<file path="src/hdl/weighted_random_select_unit_assert.svh">
// ---------------------------------------------------------------------------
// Weighted random select assertion macros
// Shared concurrent assertion forms, clocked on clk_i and disabled in reset.
// ---------------------------------------------------------------------------
`ifndef WEIGHTED_RANDOM_SELECT_UNIT_ASSERT_SVH
`define WEIGHTED_RANDOM_SELECT_UNIT_ASSERT_SVH

// The consequent must hold in the same cycle as the antecedent.
`define WRS_ASSERT_NOW(label, ante, cons) \
  label: assert property (@(posedge clk_i) disable iff (!rst_ni) (ante) |-> (cons)) \
    else $error("weighted_random_select_unit: same-cycle check failed");

// The consequent must hold in the cycle after the antecedent.
`define WRS_ASSERT_NEXT(label, ante, cons) \
  label: assert property (@(posedge clk_i) disable iff (!rst_ni) (ante) |=> (cons)) \
    else $error("weighted_random_select_unit: next-cycle check failed");

`endif

</file>
<file path="src/hdl/wrs_pkg.sv">
// ---------------------------------------------------------------------------
// Weighted random select package
// Command and status codes, controller states and fixed field widths.
// ---------------------------------------------------------------------------
package wrs_pkg;

  localparam int unsigned CMD_W     = 2;
  localparam int unsigned WEIGHT_W  = 16;
  localparam int unsigned RV_W      = 32;
  localparam int unsigned BIT_W     = 5;
  localparam int unsigned IDX_OUT_W = 6;
  localparam int unsigned STATUS_W  = 2;

  typedef enum logic [CMD_W-1:0] {
    CMD_CLEAR  = 2'd0,
    CMD_APPEND = 2'd1,
    CMD_DRAW   = 2'd2
  } cmd_e;

  typedef enum logic [STATUS_W-1:0] {
    ST_OK    = 2'd0,
    ST_FULL  = 2'd1,
    ST_EMPTY = 2'd2
  } status_e;

  typedef enum logic [2:0] {
    S_IDLE,
    S_DIV,
    S_RD,
    S_CMP,
    S_FIN
  } state_e;

endpackage

</file>
<file path="src/hdl/weighted_random_select_unit.sv">
// ---------------------------------------------------------------------------
// Weighted random select unit
// Keeps running weight totals in a memory and draws an index by weight.
// ---------------------------------------------------------------------------
// Every item carries a command and produces exactly one result item. A clear
// empties the table and an append stores the new running total in the next
// entry; both go straight to the result stage, which loads the output
// register once it is free and then returns to idle. A draw reduces the
// random value to r = random_value mod total + 1 with a restoring remainder
// unit that retires one dividend bit per cycle, then runs a binary search
// over the nondecreasing running totals for the first entry that is at
// least r. Each search step takes a read state and a compare state because
// the sums memory read is registered; the draw then passes through the
// result stage like the other commands. Items are handled one at a time;
// the result sits in an output register so the unit can take the next
// item while a result still waits downstream.
// Entries of weight zero are never chosen, and a draw on a zero total
// returns index zero with the empty status.

`include "weighted_random_select_unit_assert.svh"

module weighted_random_select_unit
  import wrs_pkg::*;
#(
  parameter int unsigned MAX_ENTRIES = 64
) (
  input  logic                 clk_i,
  input  logic                 rst_ni,
  input  logic                 in_valid_i,
  output logic                 in_stall_o,
  input  logic [CMD_W-1:0]     cmd_i,
  input  logic [WEIGHT_W-1:0]  weight_i,
  input  logic [RV_W-1:0]      random_value_i,
  output logic                 out_valid_o,
  input  logic                 out_stall_i,
  output logic [IDX_OUT_W-1:0] chosen_index_o,
  output logic [STATUS_W-1:0]  status_o
);

  // Index, count and sum widths. The total of MAX_ENTRIES full-scale
  // weights always fits in SUM_W bits.
  localparam int unsigned IDX_W = $clog2(MAX_ENTRIES);
  localparam int unsigned CNT_W = $clog2(MAX_ENTRIES + 1);
  localparam int unsigned SUM_W = WEIGHT_W + $clog2(MAX_ENTRIES);

  localparam logic [CNT_W-1:0] CountFull = CNT_W'(MAX_ENTRIES);
  localparam logic [BIT_W-1:0] BitLast   = BIT_W'(RV_W - 1);

  // Running totals memory: one write port, one registered read port.
  logic [SUM_W-1:0] sums_mem [MAX_ENTRIES];
  logic [SUM_W-1:0] rd_q;
  logic             mem_we;
  logic [IDX_W-1:0] rd_addr;

  // Control state.
  state_e           state_q, state_d;
  logic [CNT_W-1:0] count_q, count_d;
  logic [SUM_W-1:0] total_q, total_d;
  logic             out_valid_q, out_valid_d;

  // Datapath registers. rem_q holds the partial remainder during the
  // reduction and the search target r afterwards.
  logic [SUM_W-1:0]     rem_q, rem_d;
  logic [RV_W-1:0]      dvd_q, dvd_d;
  logic [BIT_W-1:0]     bit_q, bit_d;
  logic [IDX_W-1:0]     lo_q, lo_d;
  logic [IDX_W-1:0]     hi_q, hi_d;
  logic [IDX_W-1:0]     res_idx_q, res_idx_d;
  status_e              res_st_q, res_st_d;
  logic [IDX_OUT_W-1:0] out_idx_q, out_idx_d;
  status_e              out_st_q, out_st_d;

  // Combinational helpers.
  logic [SUM_W-1:0] app_sum;
  logic [IDX_W:0]   mid_sum;
  logic [IDX_W-1:0] mid;
  logic [SUM_W:0]   shifted;
  logic [SUM_W:0]   diff;
  logic             ge;
  logic [SUM_W-1:0] new_rem;
  logic             out_free;

  assign app_sum = total_q + SUM_W'(weight_i);
  assign mid_sum = {1'b0, lo_q} + {1'b0, hi_q};
  assign mid     = mid_sum[IDX_W:1];
  assign rd_addr = mid;

  // One restoring step: bring in the next dividend bit, subtract the total
  // if it fits. The partial remainder stays below the total.
  assign shifted = {rem_q, dvd_q[RV_W-1]};
  assign diff    = shifted - {1'b0, total_q};
  assign ge      = (shifted >= {1'b0, total_q});
  assign new_rem = ge ? diff[SUM_W-1:0] : shifted[SUM_W-1:0];

  assign out_free = !out_valid_q || !out_stall_i;

  // The unit takes an item only from idle; every item moves through the
  // result stage before the next one is taken.
  assign in_stall_o = (state_q != S_IDLE);

  always_comb begin
    state_d     = state_q;
    count_d     = count_q;
    total_d     = total_q;
    out_valid_d = out_valid_q;
    rem_d       = rem_q;
    dvd_d       = dvd_q;
    bit_d       = bit_q;
    lo_d        = lo_q;
    hi_d        = hi_q;
    res_idx_d   = res_idx_q;
    res_st_d    = res_st_q;
    out_idx_d   = out_idx_q;
    out_st_d    = out_st_q;
    mem_we      = 1'b0;

    if (out_valid_q && !out_stall_i) begin
      out_valid_d = 1'b0;
    end

    case (state_q)
      S_IDLE: begin
        if (in_valid_i) begin
          res_idx_d = '0;
          res_st_d  = ST_OK;
          state_d   = S_FIN;
          case (cmd_i)
            CMD_CLEAR: begin
              count_d = '0;
              total_d = '0;
            end
            CMD_APPEND: begin
              if (count_q == CountFull) begin
                res_st_d = ST_FULL;
              end else begin
                mem_we  = 1'b1;
                total_d = app_sum;
                count_d = count_q + CNT_W'(1);
              end
            end
            CMD_DRAW: begin
              if (total_q == '0) begin
                res_st_d = ST_EMPTY;
              end else begin
                rem_d   = '0;
                dvd_d   = random_value_i;
                bit_d   = '0;
                state_d = S_DIV;
              end
            end
            default: begin
            end
          endcase
        end
      end
      S_DIV: begin
        rem_d = new_rem;
        dvd_d = dvd_q << 1;
        bit_d = bit_q + BIT_W'(1);
        if (bit_q == BitLast) begin
          rem_d   = new_rem + SUM_W'(1);
          lo_d    = '0;
          hi_d    = IDX_W'(count_q - CNT_W'(1));
          state_d = S_RD;
        end
      end
      S_RD: begin
        if (lo_q == hi_q) begin
          res_idx_d = lo_q;
          state_d   = S_FIN;
        end else begin
          state_d = S_CMP;
        end
      end
      S_CMP: begin
        if (rd_q >= rem_q) begin
          hi_d = mid;
        end else begin
          lo_d = mid + IDX_W'(1);
        end
        state_d = S_RD;
      end
      S_FIN: begin
        if (out_free) begin
          out_valid_d = 1'b1;
          out_idx_d   = IDX_OUT_W'(res_idx_q);
          out_st_d    = res_st_q;
          state_d     = S_IDLE;
        end
      end
      default: begin
        state_d = S_IDLE;
      end
    endcase
  end

  always_ff @(posedge clk_i or negedge rst_ni) begin
    if (!rst_ni) begin
      state_q     <= S_IDLE;
      count_q     <= '0;
      total_q     <= '0;
      out_valid_q <= 1'b0;
    end else begin
      state_q     <= state_d;
      count_q     <= count_d;
      total_q     <= total_d;
      out_valid_q <= out_valid_d;
    end
  end

  always_ff @(posedge clk_i) begin
    rem_q     <= rem_d;
    dvd_q     <= dvd_d;
    bit_q     <= bit_d;
    lo_q      <= lo_d;
    hi_q      <= hi_d;
    res_idx_q <= res_idx_d;
    res_st_q  <= res_st_d;
    out_idx_q <= out_idx_d;
    out_st_q  <= out_st_d;
  end

  // Writes happen only when an append is accepted; the read port runs always,
  // but its data is used only in a later draw search, so no used read meets a write.
  always_ff @(posedge clk_i) begin
    if (mem_we) begin
      sums_mem[count_q[IDX_W-1:0]] <= app_sum;
    end
    rd_q <= sums_mem[rd_addr];
  end

  assign out_valid_o    = out_valid_q;
  assign chosen_index_o = out_idx_q;
  assign status_o       = out_st_q;

  // The table never holds more than its capacity, and an empty table has
  // a zero total.
  `WRS_ASSERT_NOW(a_count_bound, 1'b1, count_q <= CountFull)
  `WRS_ASSERT_NOW(a_empty_total, count_q == '0, total_q == '0)
  // The search window stays ordered and inside the filled part of the table.
  `WRS_ASSERT_NOW(a_search_window, (state_q == S_RD) || (state_q == S_CMP),
                  (lo_q <= hi_q) && ({1'b0, hi_q} < count_q))
  // An accepted append to a table with room grows it by exactly one entry.
  `WRS_ASSERT_NEXT(a_append_grow,
                   in_valid_i && !in_stall_o && (cmd_i == CMD_APPEND) &&
                   (count_q != CountFull),
                   count_q == $past(count_q) + CNT_W'(1))

endmodule
</file>
<file path="config.mk">
export PLATFORM = sky130hd
export DESIGN_NAME = weighted_random_select_unit
export DESIGN_NICKNAME = d
export VERILOG_FILES = /design/src/hdl/wrs_pkg.sv /design/src/hdl/weighted_random_select_unit.sv
export VERILOG_INCLUDE_DIRS = /design/src /design/src/hdl
export SDC_FILE = /design/constraint.sdc
export NUM_CORES = 2
export LEC_CHECK = 0
export BUFFER_PORTS_ARGS = -buffer_cell sky130_fd_sc_hd__clkbuf_2
export CELL_PAD_IN_SITES_DETAIL_PLACEMENT = 0
export CELL_PAD_IN_SITES_GLOBAL_PLACEMENT = 2
export CORE_MARGIN = 2
export CORE_UTILIZATION = 44
export DETAILED_ROUTE_END_ITERATION = 10
export PLACE_DENSITY_LB_ADDON = 0.1
export SLEW_MARGIN = 20
export SYNTH_ARGS = -nofsm -noshare
export SYNTH_HDL_FRONTEND = slang
export SYNTH_SLANG_ARGS = --single-unit
</file>
<file path="constraint.sdc">
create_clock -name clk_i -period 4.5 [get_ports clk_i]
set_clock_uncertainty 0.2 [all_clocks]
set_input_delay 0.45 -clock clk_i [delete_from_list [all_inputs] [get_ports clk_i]]
set_output_delay 0.45 -clock clk_i [all_outputs]
set_load 0.02 [all_outputs]
</file>
==> metrics <==
status=completed; Via Count=31,700; slowest CP cell=edfxtp_1; Syn Std Cell Area=62,900 um2; Net Count, Synth=3,274; met2 WL post-DR=82,200 um; final antenna-violating net count=0; Worst path top cell family by delay=simple AND/OR/NAND/NOR gates; Root Driver=clkbuf_16; PortBufs=63; largest net degree at the start of global routing=slightly below 70; Die H=382 um; gate count after technology mapping=3,141; CP cell instances=ha_1 -> a21oi_1 -> nor2_1 -> a211oi_1 -> buf_4 -> a41oi_4 -> nor2_4 -> nand2_1 -> o21ai_2 -> ha_1 -> nand2_1 -> nor2_1 -> nand3_1 -> mux2_2 -> or3_4 -> nor3_2 -> xor2_1 -> nor2_1; # DRC=0; top-area cell type share of the netlist area=71.4%; min-delay worst type=primary input to async pin; critical path class=flip-flop to flip-flop; H-tree depth=4; top_reg_cell synth=edfxtp_1; met3 WL=9760 um; Detailed Place HPWL=97,800 um; total routed wirelength=166,000 um; Die ar.=~150,000 um2; top cell type by total area after synthesis=edfxtp_1; crit path capture type=flip-flop; number of synthesized flops with an enable pin=1,495; Worst-Margin Slew=1.06 ns; final hold viol count=0; post-synth cell types=79; Synth area leaders=edfxtp_1 (71%), mux4_2 (16%), ha_1 (1.5%), dfrtp_1 (1.3%), nand2_1 (1.1%); CP peak stage delay=between 0.4 and 0.5 ns; Crit path buffers/inverters=1; CP required=4.81 ns; CP Launch Type=flip-flop; Clk pin slew, worst setup/hold paths=0.06 ns; total track usage=22.9%; post-synthesis sequential area ratio=73.4%; RSZ-0062 raised after global routing=no; Arr. time, crit path=roughly 4.6 ns; Post-synth ARST share=2.13%; number of core rows=138; Die Width=382 um; CTS tree=yes; Fin Setup TNS=0 ns; vias per cell=5.76; top layer in use=met4; Slew HR=29.5%; Avg Cell Area, Syn=20.0 um2; clock sink total=1,550; initial antenna violation count=7; GP Congestion=0.862; first-pass GRT wire length=between 200,000 and 250,000 um; M1 WL=70,200 um; Most common cell on crit path=nor2_1; Final period util=~96%; core area=142,000 um2; Synthesis Warnings=0; drt pass-1 iters=6; Critical Path Fanout Max=6; CTS Buf Count=163; DRT iter0 DRCs=around 3,200; max-slew violation count=0; Finish-stage setup viols=0; Synth Register Bits=roughly 1,600; GRT Residual Overflow=0; layout cell share with drive strength beyond 1=30.9%; worst skew pair latency=between 0.7 and 0.8 ns; initial core utilization=44.4%; Top Ports=64; vias in the first global route=roughly 33,000; CTS Buffer Depth=3; Syn-to-layout area delta=17.5%; FMAX=about 230 MHz; nets@finish=3,620; clock period minus worst slack=between 4 and 5 ns; wire per inst=30.1 um; maxcap violations=0
[synthesized netlist by cell type (4+ instances only)]
master,instances
a211o_1,4
a211oi_1,8
a21o_1,21
a21oi_1,57
a22o_1,5
a31oi_1,14
and2_1,12
and3_1,15
and4_1,4
buf_1,30
buf_2,10
clkbuf_1,113
dfrtp_1,33
dfxtp_1,22
edfxtp_1,1495
ha_1,76
inv_1,64
mux2_2,26
mux2i_1,36
mux4_2,440
nand2_1,177
nand2b_1,12
nand3_1,17
nand3b_1,5
nand4_1,13
nor2_1,158
nor2b_1,11
nor3_1,19
nor4_1,6
o211ai_1,4
o21a_1,10
o21ai_0,73
o21bai_1,5
o31ai_1,4
or3_1,5
or4_1,4
xnor2_1,48
xor2_1,25
[layout by cell type, fill, tap and decap left out, drive strengths merged, types with 6 or more instances in the layout]
master,n
a21o,21
clkinv,65
nor4,7
nand4,13
xor2,25
a211o,6
nand2,177
dfxtp,22
dlygate4sd3,38
nor3,20
mux2i,36
and2,13
mux2,26
a31oi,15
nor2,159
buf,237
and3,15
bufinv,18
or3,7
clkbuf,260
o21ai,74
ha,76
a21oi,59
a211oi,8
o21a,10
dfrtp,33
mux4,440
inv,73
nand3,17
edfxtp,1495
xnor2,48
nor2b,11
nand2b,12
[metrics by stage]
step	setup WS (ns)	hold slack, ns	utilization (%)	cells	area, um2
finish	0.190	0.132	52.2	5511	73900
CTS	0.0849	0.161	52.1	5504	73800
detailed placement	0.114	0.215	48.1	5172	68200
floorplan	0.00586	-0.0456	-	3141	63000
global placement	0.118	0.202	48.1	5172	68200
global route	0.0174	0.201	52.2	5506	73900
[cell families (layout without fill, tap and decap cells)]
kind of cell | after synthesis | count (layout) | synth area share [%]
AO/OA/AOI/OAI | 238 | 238 | 2.39
XOR/XNOR | 73 | 73 | 1.02
adder cells (fa/ha/maj) | 79 | 79 | 1.61
buffers and inverters | 220 | 695 | 1.35
flip-flops | 1550 | 1550 | 73.4
multiplexers | 502 | 502 | 16.8
other | 0 | 5 | 0
AND/OR/NAND/NOR | 479 | 479 | 3.46
[state kept, by name, summed over array words and instances (netlist names)]
register / flops
sums_mem: 1408
dvd_q: 32
rd_q: 22
rem_q: 22
total_q: 22
count_q: 7
chosen_index_o: 6
hi_q: 6
lo_q: 6
res_idx_q: 6
bit_q: 5
state_q: 3
res_st_q: 2
status_o: 2
out_valid_o: 1
[final cells by class]
| type | count | area [um2] |
|---|---|---|
| Clock inverter | 96 | 1010 |
| Clock buffer | 198 | 4250 |
| Inverter | 64 | 240 |
| Fill cell | 11000 | 67800 |
| Antenna cell | 5 | 12.5 |
| Timing Repair Buffer | 337 | 3390 |
| Tap cell | 1890 | 2360 |
| Sequential cell | 1550 | 46200 |
| Multi-Input combinational cell | 1371 | 16500 |
[worst register-to-register path, delay by kind of cell (launching register included)]
family,cells,cell delay (ns)
AO/OA/AOI/OAI,4,0.67
XOR/XNOR,1,0.18
adder cells (fa/ha/maj),2,0.59
buffers and inverters,1,0.19
flip-flops,1,0.47
multiplexers,1,0.30
AND/OR/NAND/NOR,9,1.44
[metal layers]
layer	up-vias	GRT usage, %
met5	-	0
met3	199	3.31
met4	0	6.04
met2	1032	37.8
met1	17000	32.0
li1	13500	-
[worst paths after layout]
| check | cells past startpoint | from | endpoint | slack, ns |
|---|---|---|---|---|
| min | 2 | rst_ni | out_valid_o | 0.13 |
| max reg2reg | 18 | rem_q[15] | rem_q[16] | 0.19 |
| max in group asynchronous | 2 | rst_ni | count_q[0] | 3.36 |
| min reg2reg | 0 | res_st_q[0] | status_o[0] | 0.23 |
| max | 18 | rem_q[15] | rem_q[16] | 0.19 |
| min in group clk_i | 0 | res_st_q[0] | status_o[0] | 0.23 |
[what timing repair did]
item                                    4_1_cts  5_1_grt
gates resized for setup                       0       11
endpoints found under the setup margin        0        6
endpoints found under the hold margin        78        0
buffers inserted                              0        2
hold buffers                                 38        0
Power is left out: the tool's default activity adds up to more than one toggle a clock period on the data nets, which glitch-free logic cannot reach.
